--- config.mk ---
export PLATFORM = sky130hd
export DESIGN_NAME = crc_checked_packet_deframer_core
export DESIGN_NICKNAME = d
export VERILOG_FILES = /design/src/rtl/ccpd_pkg.sv /design/src/rtl/ccpd_front.sv /design/src/rtl/ccpd_queue.sv /design/src/rtl/ccpd_back.sv /design/src/rtl/crc_checked_packet_deframer_core.sv
export SDC_FILE = /design/constraint.sdc
export NUM_CORES = 1
export LEC_CHECK = 0
export ABC_CLOCK_PERIOD_IN_PS = 13330
export CAP_MARGIN = 20
export CORE_ASPECT_RATIO = 2
export CORE_UTILIZATION = 32
export DETAILED_ROUTE_END_ITERATION = 7
export DONT_BUFFER_PORTS = 1
export HOLD_SLACK_MARGIN = 0.15
export PLACE_DENSITY = 0.45
export SLEW_MARGIN = 20
export SYNTH_ARGS = -nofsm -noshare
export SYNTH_HDL_FRONTEND = slang
export SYNTH_SLANG_ARGS = --single-unit
--- constraint.sdc ---
create_clock -name clk -period 13.33 [get_ports clk]
set_input_delay 2.666 -clock clk [delete_from_list [all_inputs] [get_ports clk]]
set_output_delay 2.666 -clock clk [all_outputs]
set_load 0.02 [all_outputs]
--- src/rtl/ccpd_pkg.sv ---
`timescale 1ns / 1ps
// types, codes and the crc byte update for the packet deframer
// no dependencies

package ccpd_pkg;

  localparam int QUEUE_DEPTH = 2;

  localparam logic [1:0] STATUS_OK  = 2'd0;
  localparam logic [1:0] STATUS_HDR = 2'd1;
  localparam logic [1:0] STATUS_LEN = 2'd2;
  localparam logic [1:0] STATUS_CRC = 2'd3;

  localparam logic [15:0] CRC_INIT  = 16'hFFFF;
  localparam logic [15:0] CRC_POLY  = 16'hA001;
  localparam logic [8:0]  MIN_FRAME = 9'd6;
  localparam logic [7:0]  POS_MAX   = 8'hFF;
  localparam logic [7:0]  POS_ID    = 8'd1;
  localparam logic [7:0]  POS_OP    = 8'd2;
  localparam logic [7:0]  POS_LEN   = 8'd3;
  localparam logic [7:0]  POS_PAY   = 8'd4;

  typedef struct packed {
    logic [7:0] byte_in;
    logic       last_byte;
  } rx_t;

  typedef struct packed {
    logic       payload_valid;
    logic [7:0] payload_byte;
    logic       frame_done;
    logic [1:0] status;
    logic [7:0] frame_id;
    logic [7:0] opcode;
    logic [7:0] payload_length;
  } res_t;

  // classified word handed from front to back
  typedef struct packed {
    res_t       res;
    logic       check_crc;
    logic       feed;
    logic [7:0] feed_byte;
    logic [7:0] held_hi;
    logic [7:0] last_lo;
  } cls_t;

  function automatic logic [15:0] crc_feed(input logic [15:0] crc, input logic [7:0] b);
    logic [15:0] c;
    c = crc ^ {8'h00, b};
    for (int k = 0; k < 8; k++) begin
      c = c[0] ? ((c >> 1) ^ CRC_POLY) : (c >> 1);
    end
    return c;
  endfunction

endpackage

--- src/rtl/ccpd_front.sv ---
`timescale 1ns / 1ps
// front end: byte position, header capture, payload marking, marker and length checks
// depends on ccpd_pkg

module ccpd_front (
  input  logic             clk,
  input  logic             rst,
  input  logic [7:0]       start_marker,
  input  logic             rx_valid,
  output logic             rx_ready,
  input  ccpd_pkg::rx_t    rx_data,
  output logic             push_valid,
  input  logic             push_ready,
  output ccpd_pkg::cls_t   push_data
);
  import ccpd_pkg::*;

  logic [7:0] pos;
  logic       marker_ok;
  logic [7:0] id_reg;
  logic [7:0] op_reg;
  logic [7:0] len_reg;
  logic [7:0] held_lo;
  logic [7:0] held_hi;

  logic       marker_now;
  logic [7:0] id_now;
  logic [7:0] op_now;
  logic [7:0] len_now;
  logic       pay;
  logic [8:0] frame_len;
  logic       last;
  logic [7:0] b;
  logic       accept;

  assign b          = rx_data.byte_in;
  assign last       = rx_data.last_byte;
  assign rx_ready   = push_ready;
  assign push_valid = rx_valid;
  assign accept     = rx_valid && push_ready;

  always_comb begin
    marker_now = (pos == 8'd0)    ? (b == start_marker) : marker_ok;
    id_now     = (pos == POS_ID)  ? b : id_reg;
    op_now     = (pos == POS_OP)  ? b : op_reg;
    len_now    = (pos == POS_LEN) ? b : len_reg;
    // saturated position means 255 or later, never payload
    pay        = (pos >= POS_PAY) && (pos != POS_MAX) &&
                 ({1'b0, pos} < ({1'b0, POS_PAY} + {1'b0, len_now}));
    frame_len  = {1'b0, pos} + 9'd1;

    push_data                    = '0;
    push_data.res.payload_valid  = pay;
    push_data.res.payload_byte   = pay ? b : 8'h00;
    push_data.res.frame_done     = last;
    push_data.feed               = (pos >= POS_OP);
    push_data.feed_byte          = held_lo;
    push_data.held_hi            = held_hi;
    push_data.last_lo            = b;
    if (last) begin
      push_data.res.frame_id       = id_now;
      push_data.res.opcode         = op_now;
      push_data.res.payload_length = len_now;
      priority if (frame_len < MIN_FRAME || !marker_now) begin
        push_data.res.status = STATUS_HDR;
      end else if (len_now == 8'd0 || frame_len < ({1'b0, len_now} + MIN_FRAME)) begin
        push_data.res.status = STATUS_LEN;
      end else begin
        push_data.res.status = STATUS_OK;
        push_data.check_crc  = 1'b1;
      end
    end
  end

  always_ff @(posedge clk) begin
    if (rst) begin
      pos       <= '0;
      marker_ok <= 1'b0;
      id_reg    <= '0;
      op_reg    <= '0;
      len_reg   <= '0;
      held_lo   <= '0;
      held_hi   <= '0;
    end else if (accept) begin
      if (last) begin
        pos       <= '0;
        marker_ok <= 1'b0;
        id_reg    <= '0;
        op_reg    <= '0;
        len_reg   <= '0;
        held_lo   <= '0;
        held_hi   <= '0;
      end else begin
        pos       <= (pos == POS_MAX) ? pos : pos + 8'd1;
        marker_ok <= marker_now;
        id_reg    <= id_now;
        op_reg    <= op_now;
        len_reg   <= len_now;
        held_lo   <= held_hi;
        held_hi   <= b;
      end
    end
  end

endmodule

--- src/rtl/ccpd_queue.sv ---
`timescale 1ns / 1ps
// short fifo between the front and back ends
// depends on ccpd_pkg

module ccpd_queue #(
  parameter int DEPTH = ccpd_pkg::QUEUE_DEPTH
) (
  input  logic             clk,
  input  logic             rst,
  input  logic             push_valid,
  output logic             push_ready,
  input  ccpd_pkg::cls_t   push_data,
  output logic             pop_valid,
  input  logic             pop_ready,
  output ccpd_pkg::cls_t   pop_data
);
  import ccpd_pkg::*;

  localparam int AW = (DEPTH > 1) ? $clog2(DEPTH) : 1;
  localparam int CW = $clog2(DEPTH + 1);
  localparam logic [AW-1:0] LAST_SLOT = AW'(DEPTH - 1);
  localparam logic [CW-1:0] FULL_CNT  = CW'(DEPTH);

  cls_t          slots [DEPTH];
  logic [AW-1:0] wr_ptr;
  logic [AW-1:0] rd_ptr;
  logic [CW-1:0] count;
  logic          do_push;
  logic          do_pop;

  assign push_ready = (count != FULL_CNT);
  assign pop_valid  = (count != '0);
  assign pop_data   = slots[rd_ptr];
  assign do_push    = push_valid && push_ready;
  assign do_pop     = pop_valid && pop_ready;

  always_ff @(posedge clk) begin
    if (do_push) begin
      slots[wr_ptr] <= push_data;
    end
  end

  always_ff @(posedge clk) begin
    if (rst) begin
      wr_ptr <= '0;
      rd_ptr <= '0;
      count  <= '0;
    end else begin
      if (do_push) begin
        wr_ptr <= (wr_ptr == LAST_SLOT) ? '0 : wr_ptr + AW'(1);
      end
      if (do_pop) begin
        rd_ptr <= (rd_ptr == LAST_SLOT) ? '0 : rd_ptr + AW'(1);
      end
      unique case ({do_push, do_pop})
        2'b10:   count <= count + CW'(1);
        2'b01:   count <= count - CW'(1);
        default: count <= count;
      endcase
    end
  end

endmodule

--- src/rtl/ccpd_back.sv ---
`timescale 1ns / 1ps
// back end: crc accumulation, crc compare on the last byte, result register
// depends on ccpd_pkg

module ccpd_back (
  input  logic             clk,
  input  logic             rst,
  input  logic             pop_valid,
  output logic             pop_ready,
  input  ccpd_pkg::cls_t   pop_data,
  output logic             res_valid,
  input  logic             res_ready,
  output ccpd_pkg::res_t   res_data
);
  import ccpd_pkg::*;

  logic [15:0] crc;
  logic [15:0] crc_cur;
  logic        crc_bad;
  logic        take;
  res_t        res_next;

  assign pop_ready = !res_valid || res_ready;
  assign take      = pop_valid && pop_ready;

  always_comb begin
    // the byte two places back is known not to be a crc byte
    crc_cur  = pop_data.feed ? crc_feed(crc, pop_data.feed_byte) : crc;
    crc_bad  = (crc_cur != {pop_data.held_hi, pop_data.last_lo});
    res_next = pop_data.res;
    if (pop_data.check_crc) begin
      res_next.status = crc_bad ? STATUS_CRC : STATUS_OK;
    end
  end

  always_ff @(posedge clk) begin
    if (rst) begin
      crc       <= CRC_INIT;
      res_valid <= 1'b0;
    end else begin
      if (take) begin
        crc       <= pop_data.res.frame_done ? CRC_INIT : crc_cur;
        res_valid <= 1'b1;
      end else if (res_ready) begin
        res_valid <= 1'b0;
      end
    end
  end

  always_ff @(posedge clk) begin
    if (take) begin
      res_data <= res_next;
    end
  end

endmodule

--- src/rtl/crc_checked_packet_deframer_core.sv ---
`timescale 1ns / 1ps
// top level of the crc checked packet deframer
// depends on ccpd_pkg, ccpd_front, ccpd_queue, ccpd_back

// Takes one received byte per cycle while the queue has room and gives one
// result word per byte via the queue and the result register: payload bytes
// are flagged as they pass, and the word for the byte marked last carries the
// frame status, id, opcode and length. Sustained rate is one byte per clock
// while res_ready stays high; the limit is the byte-wide crc-16/modbus update
// in the back end. A queue of DEPTH words lets the input keep flowing while a
// result waits on res_ready. The start marker register is always writable
// (cfg_ready is tied high) and is compared when byte 0 of a frame is accepted.
module crc_checked_packet_deframer_core #(
  parameter int DEPTH = ccpd_pkg::QUEUE_DEPTH
) (
  input  logic             clk,
  input  logic             rst,
  input  logic             cfg_valid,
  output logic             cfg_ready,
  input  logic [7:0]       cfg_data,
  input  logic             rx_valid,
  output logic             rx_ready,
  input  ccpd_pkg::rx_t    rx_data,
  output logic             res_valid,
  input  logic             res_ready,
  output ccpd_pkg::res_t   res_data
);
  import ccpd_pkg::*;

  logic [7:0] start_marker;
  logic       q_push_valid;
  logic       q_push_ready;
  cls_t       q_push_data;
  logic       q_valid;
  logic       q_ready;
  cls_t       q_data;

  assign cfg_ready = 1'b1;

  always_ff @(posedge clk) begin
    if (rst) begin
      start_marker <= '0;
    end else if (cfg_valid && cfg_ready) begin
      start_marker <= cfg_data;
    end
  end

  ccpd_front u_front (
    .clk          (clk),
    .rst          (rst),
    .start_marker (start_marker),
    .rx_valid     (rx_valid),
    .rx_ready     (rx_ready),
    .rx_data      (rx_data),
    .push_valid   (q_push_valid),
    .push_ready   (q_push_ready),
    .push_data    (q_push_data)
  );

  ccpd_queue #(
    .DEPTH (DEPTH)
  ) u_queue (
    .clk        (clk),
    .rst        (rst),
    .push_valid (q_push_valid),
    .push_ready (q_push_ready),
    .push_data  (q_push_data),
    .pop_valid  (q_valid),
    .pop_ready  (q_ready),
    .pop_data   (q_data)
  );

  ccpd_back u_back (
    .clk       (clk),
    .rst       (rst),
    .pop_valid (q_valid),
    .pop_ready (q_ready),
    .pop_data  (q_data),
    .res_valid (res_valid),
    .res_ready (res_ready),
    .res_data  (res_data)
  );

`ifndef SYNTHESIS
  // a full queue must hold something for the back end
  a_full_not_empty: assert property (@(posedge clk) disable iff (rst)
    !rx_ready |-> q_valid)
    else $error("queue full but nothing to pop");

  // every word taken by the back end shows up in the result register
  a_pop_gives_result: assert property (@(posedge clk) disable iff (rst)
    (q_valid && q_ready) |=> res_valid)
    else $error("popped word did not reach the result register");

  // a last byte that is still payload means the frame was too short for its length
  a_last_payload_status: assert property (@(posedge clk) disable iff (rst)
    (res_valid && res_data.payload_valid && res_data.frame_done) |->
      (res_data.status == STATUS_LEN || res_data.status == STATUS_HDR))
    else $error("payload on last byte with a passing status");

  a_reset_clears_result: assert property (@(posedge clk)
    rst |=> !res_valid)
    else $error("result valid right after reset");
`endif

endmodule

# ---- Word-level counts from Yosys, hierarchy flattened
# Memories as Yosys holds them, arrays and structs flattened. A register that Yosys moved wholly into a read port is not among the register bits.
# Index checks and enable logic that the tools add are counted.
dict set report totals {
  in_bits 22
  rom_bits 0
  latch_bits 0
  elab_cells 108
  ram_bits 124
  n_memories 1
  register_bits 114
}
dict set report classes {
  n_mux 39
  n_lt_le_gt_ge 5
  div 0
  n_reduce_logical 15
  n_eq_ne 11
  addsub 8
  shifts 0
  mul 0
  bitwise 9
}
# memory depth word_bits read_ports rd_clocked_by_memory_dff write_ports line_no
set mem_list {}
lappend mem_list {u_queue.slots 2 62 1 1 1 ccpd_queue.sv:24} ;# cls_t slots [DEPTH];
# operator n
set op_table {}
lappend op_table {{16-bit two-way mux} 10}
lappend op_table {{8-bit two-way mux} 11}
lappend op_table {{27-bit two-way mux} 1}
lappend op_table {{2-bit inverter with 3-bit output} 8}
lappend op_table {{8-bit by 2-bit equality test with 1-bit output (second input constant)} 2}
lappend op_table {{8-bit zero test} 2}
lappend op_table {{16-bit != test} 1}
lappend op_table {{16-bit by 8-bit bitwise XOR with 16-bit output} 1}
lappend op_table {{1-bit two-way mux} 12}
lappend op_table {{3-bit by 8-bit adder with 9-bit output (first input constant)} 1}
lappend op_table {{8-bit by 1-bit adder with 9-bit output (second input constant)} 1}
lappend op_table {{8-bit by 3-bit adder with 9-bit output (second input constant)} 1}
lappend op_table {{8-bit by 9-bit less-than comparator with 1-bit output} 1}
lappend op_table {{9-bit by 3-bit less-than comparator with 1-bit output (second input constant)} 1}
lappend op_table {{9-bit less-than comparator} 1}
lappend op_table {{8-bit by 1-bit adder with 8-bit output (second input constant)} 1}
lappend op_table {{8-bit by 1-bit equality test with 1-bit output (second input constant)} 1}
lappend op_table {{8-bit equality test} 1}
lappend op_table {{8-bit equality test (second input constant)} 1}
lappend op_table {{8-bit by 2-bit >= comparator with 1-bit output (second input constant)} 1}
lappend op_table {{8-bit by 3-bit >= comparator with 1-bit output (second input constant)} 1}
lappend op_table {{2-bit two-way mux} 4}
lappend op_table {{8-bit != test (second input constant)} 1}
lappend op_table {{2-bit nonzero test} 3}
lappend op_table {{11 further kinds} 19}

# ---- Longest topological paths before layout
dict set report depth {
  ltp_word 21
  mapped_depth 14
  mapped_depth_nobuf 14
}

# ---- By module
# Synthesis repeated with hierarchy kept, for this count alone.
dict set report unflattened {
  hier_cells 904
  hier_area_um2 11009.3
}
# mod area_each_um2 cells_per_inst instances
set modules_own_cells {}
lappend modules_own_cells {ccpd_queue 4679.5 217 1}
lappend modules_own_cells {ccpd_front 3529.6 466 1}
lappend modules_own_cells {ccpd_back 2503.7 193 1}
lappend modules_own_cells {crc_checked_packet_deframer_core 296.5 28 1}

# ---- Least setup slack after synthesis
# Ideal clock, no wire load.
dict set report synth_path {
  path_kind {in2reg}
  startpoint {input rx_valid}
  endpoint {memory u_queue.slots[0][0] (netlist bit) (enable)}
  setup_slack_ps 6972
  path_stages 5
  t_arrival_ps 5876
  path_buffers 2
  path_cell_list {and2_1 -> inv_1 -> clkbuf_1 -> clkbuf_1 -> nor2_1}
}
dict set report synth_via {
  elab_chain_len 3
}
# item line_no
set synth_rtl {}
lappend synth_rtl {{start, declared} crc_checked_packet_deframer_core.sv:21} ;# input logic rx_valid,
lappend synth_rtl {{1-bit logical AND} ccpd_queue.sv:34} ;# assign do_push = push_valid && push_ready;
lappend synth_rtl {{1-bit two-way mux} ccpd_queue.sv:38} ;# if (do_push) begin
lappend synth_rtl {{1-bit two-way mux (not written as such)} ccpd_queue.sv:39} ;# slots[wr_ptr] <= push_data;
lappend synth_rtl {{end, declared} ccpd_queue.sv:24}
# No other way between the ends.

==> impl_metrics.tcl <==
set metrics [dict create \
    avgSynthCellArea_um2 12.4 \
    outcome "finished clean" \
    synthTopCellsByCount "edfxtp_1, dfxtp_1, nand2_1, nor2_1, mux2i_1" \
    setup_tns_ns 0 \
    cts_resized 0 \
    yosys.area.top_type "edfxtp_1" \
    grt_util_all_layers 0.164 \
    regMostFlops "u_queue.slots" \
    powerDensity_mw_per_mm2 201 \
    rrSetupSlack_ns 8.63 \
    setup_viol 0 \
    min_to "u_queue.slots[1][18]" \
    area_growth_pct 12.2 \
    slowest_stage "mux2i_1" \
    power_switching_w 0.000765 \
    clk_pin_slew_worst_paths_ns 0.07 \
    htreeDepth 1 \
    antenna_found_initial 0 \
    io_pins 61 \
    hpwl_mm 18.7 \
    cts_inserted_buffers 24 \
    grt_pass1_wl_mm 40.2 \
    dr_total_vias 6426 \
    largest_reg_flops 124 \
    dp_cells 1251 \
    drt-initial-drc-count 318 \
    grt_start_max_net_pins 80 \
    async_flop_share 0 \
    drive_above_1_share 0.119 \
    crit_path_end_kind "flop" \
    wl_per_cell_um 20.8 \
    reg_top3 "u_queue.slots x124, u_back.res_data x36, u_back.crc x16" \
    switching_share 0.322 \
    critPathArrivalTime_ns 5.13 \
    die_area_mm2 0.0338 \
    syn_area_mm2 0.0106 \
    ys_seq_area_frac 0.605 \
    critPathKind "primary input to flop" \
    leakage_nw 4.09 \
    synth_fp_nets 895 \
    place_congestion 0.855 \
    fin_crit_ns 4.83 \
    synth_top_area_frac 0.455 \
    worstHoldStart "u_front.held_lo[2]" \
    internal_power_w 0.00161 \
    yosysWarnings 0 \
    yosysMostFrequentCell "edfxtp_1" \
    combPwrFrac 0.245 \
    finalClockSkew_ns 0.00986 \
    crit_fanout 8 \
    power.total_w 0.00238 \
    relSlewSlack 0.385 \
    hold_viol 0 \
    cts.sinks 239 \
    critPathMaxStageDelay_ns 0.47 \
    postRouteWirelength_mm 27.0 \
    antenna_left 0 \
    hold_ws_ns 0.457 \
    hold_buffers 0 \
    die_h_um 259 \
    worst_r2r_endpoint "u_back.res_data[24]" \
    placementRows 93 \
    worstSetupStartpointType "primary input" \
    synth_edf_count 160 \
    port-buffer-count 0 \
    maxCapViolCount 0 \
    grt_overflow_total 0 \
    coreArea_mm2 0.0323 \
    ys.flop_type "edfxtp_1" \
    clkPwrFrac 0.300 \
    fin_nets 892 \
    reg2reg_depth 10 \
    cts.path.max_buffers 3 \
    synth.ff_latch_count 239 \
    dr.pass1.iters 4 \
    maxSlewViolCount 0 \
    path_cells "mux2i_1, inv_1, ha_1, a21oi_1, nor3_1, xor2_1, ha_1, and2_1, o21ai_0, o21ai_0, o41ai_1" \
    timing.final.crit_share 0.362 \
    peakVddDrop_mv 0.0776 \
    syn_inst 853 \
    tightest_slew_ns 0.900 \
    worstSkewPairLatency_ns 0.52 \
    rsz0062_at_grt "no" \
    die_w_um 130 \
    cts_tree "built" \
    cts_setup_buffers 0 \
    finalNonFillerCells 1295 \
    hp-class "flop to flop" \
    yosysUniqueCellTypes 65 \
    critPathLaunch "rx_data[4]" \
    crit_required_ns 13.63 \
    viasPerCell 4.96 \
    start_util 0.327 \
    whs_path_depth 0 \
    power_frac_seq 0.455 \
    drc 0 \
    synth_area_leaders "edfxtp_1, dfxtp_1, mux2i_1" \
    antenna_cells 0 \
    cts-root-buf "clkbuf_16" \
    grt_pass1_vias 6593 \
    max_freq_mhz 207 \
]
==> critical path, delay by kind of cell <==
kind | cells | cell delay (ns)
xor gates and xnor gates | 1 | 0.17
muxes | 1 | 0.47
adders and majority gates | 2 | 0.53
buffers and inverters | 1 | 0.20
AOI/OAI and AO/OA | 4 | 0.82
and+or+nand+nor | 2 | 0.25
==> power groups by stage <==
| stage | clock (W) | combinational, W | sequential [W] |
|---|---|---|---|
| 2_1_floorplan | 0 | 0.000465 | 0.00107 |
| 3_3_place_gp | 0 | 0.000596 | 0.00110 |
| 3_5_place_dp | 0 | 0.000595 | 0.00110 |
| 4_1_cts | 0.000737 | 0.000599 | 0.00109 |
| 5_1_grt | 0.000762 | 0.000639 | 0.00110 |
| 6_report | 0.000713 | 0.000582 | 0.00108 |
==> worst max-delay path by stage <==
stage | endpoint | cells after the start
floorplan | u_queue.slots[0][0] | 5
global placement | u_queue.slots[0][58] | 10
detailed placement | u_queue.slots[0][59] | 10
CTS | u_back.res_data[25] | 10
global route | u_queue.slots[0][51] | 11
finish | u_queue.slots[0][51] | 11
==> through the flow <==
| stage | instance area [µm²] | util | worst slack (ns) |
|---|---|---|---|
| floorplan | 10600 | - | 6.97 |
| global placement | 11000 | 0.340 | 8.05 |
| detailed placement | 11000 | 0.340 | 8.01 |
| CTS | 11900 | 0.366 | 8.45 |
| global route | 11900 | 0.366 | 8.25 |
| finish | 11900 | 0.366 | 8.50 |
==> layer usage <==
layer,GRT usage,vias up,part of all wire
met3,0.0212,53,0.030
met5,0,-,0
met1,0.163,3170,0.35
met4,0.0856,0,0.049
met2,0.320,105,0.57
li1,-,3098,-
==> area by class of cell <==
| cell class | instances | area, µm² |
|---|---|---|
| clock buffers | 32 | 723 |
| multi-input cells | 558 | 3940 |
| well taps | 427 | 534 |
| repair buffers | 10 | 75.1 |
| clock inverters | 12 | 125 |
| inverters | 17 | 63.8 |
| fillers | 3244 | 20500 |
| flip-flops and latches | 239 | 6390 |
==> cell usage in the layout, fill, tap and decap left out, types with 12 or more instances in the layout <==
master,instances
a21boi_0,18
xnor2_1,39
xor2_1,24
inv_1,15
mux2_2,35
nor2_1,57
mux2i_1,46
ha_1,20
clkbuf_16,26
edfxtp_1,160
nor2b_1,15
a22oi_1,25
dfxtp_1,78
o22ai_1,17
a21oi_1,35
nor3_1,14
nand2b_1,18
nand2_1,79
and2_1,12
==> cell families (layout without fill, tap and decap cells) <==
kind of cell	after synthesis	after routing	synth area share
other	1	1	0.000355
AO/OA/AOI/OAI	144	144	0.0919
flip-flops	239	239	0.605
XOR/XNOR	67	67	0.0603
adder cells (fa/ha/maj)	21	21	0.0246
AND/OR/NAND/NOR	243	243	0.112
multiplexers	82	82	0.0830
buffers and inverters	56	71	0.0231
Power figures use the tool's default switching activity.
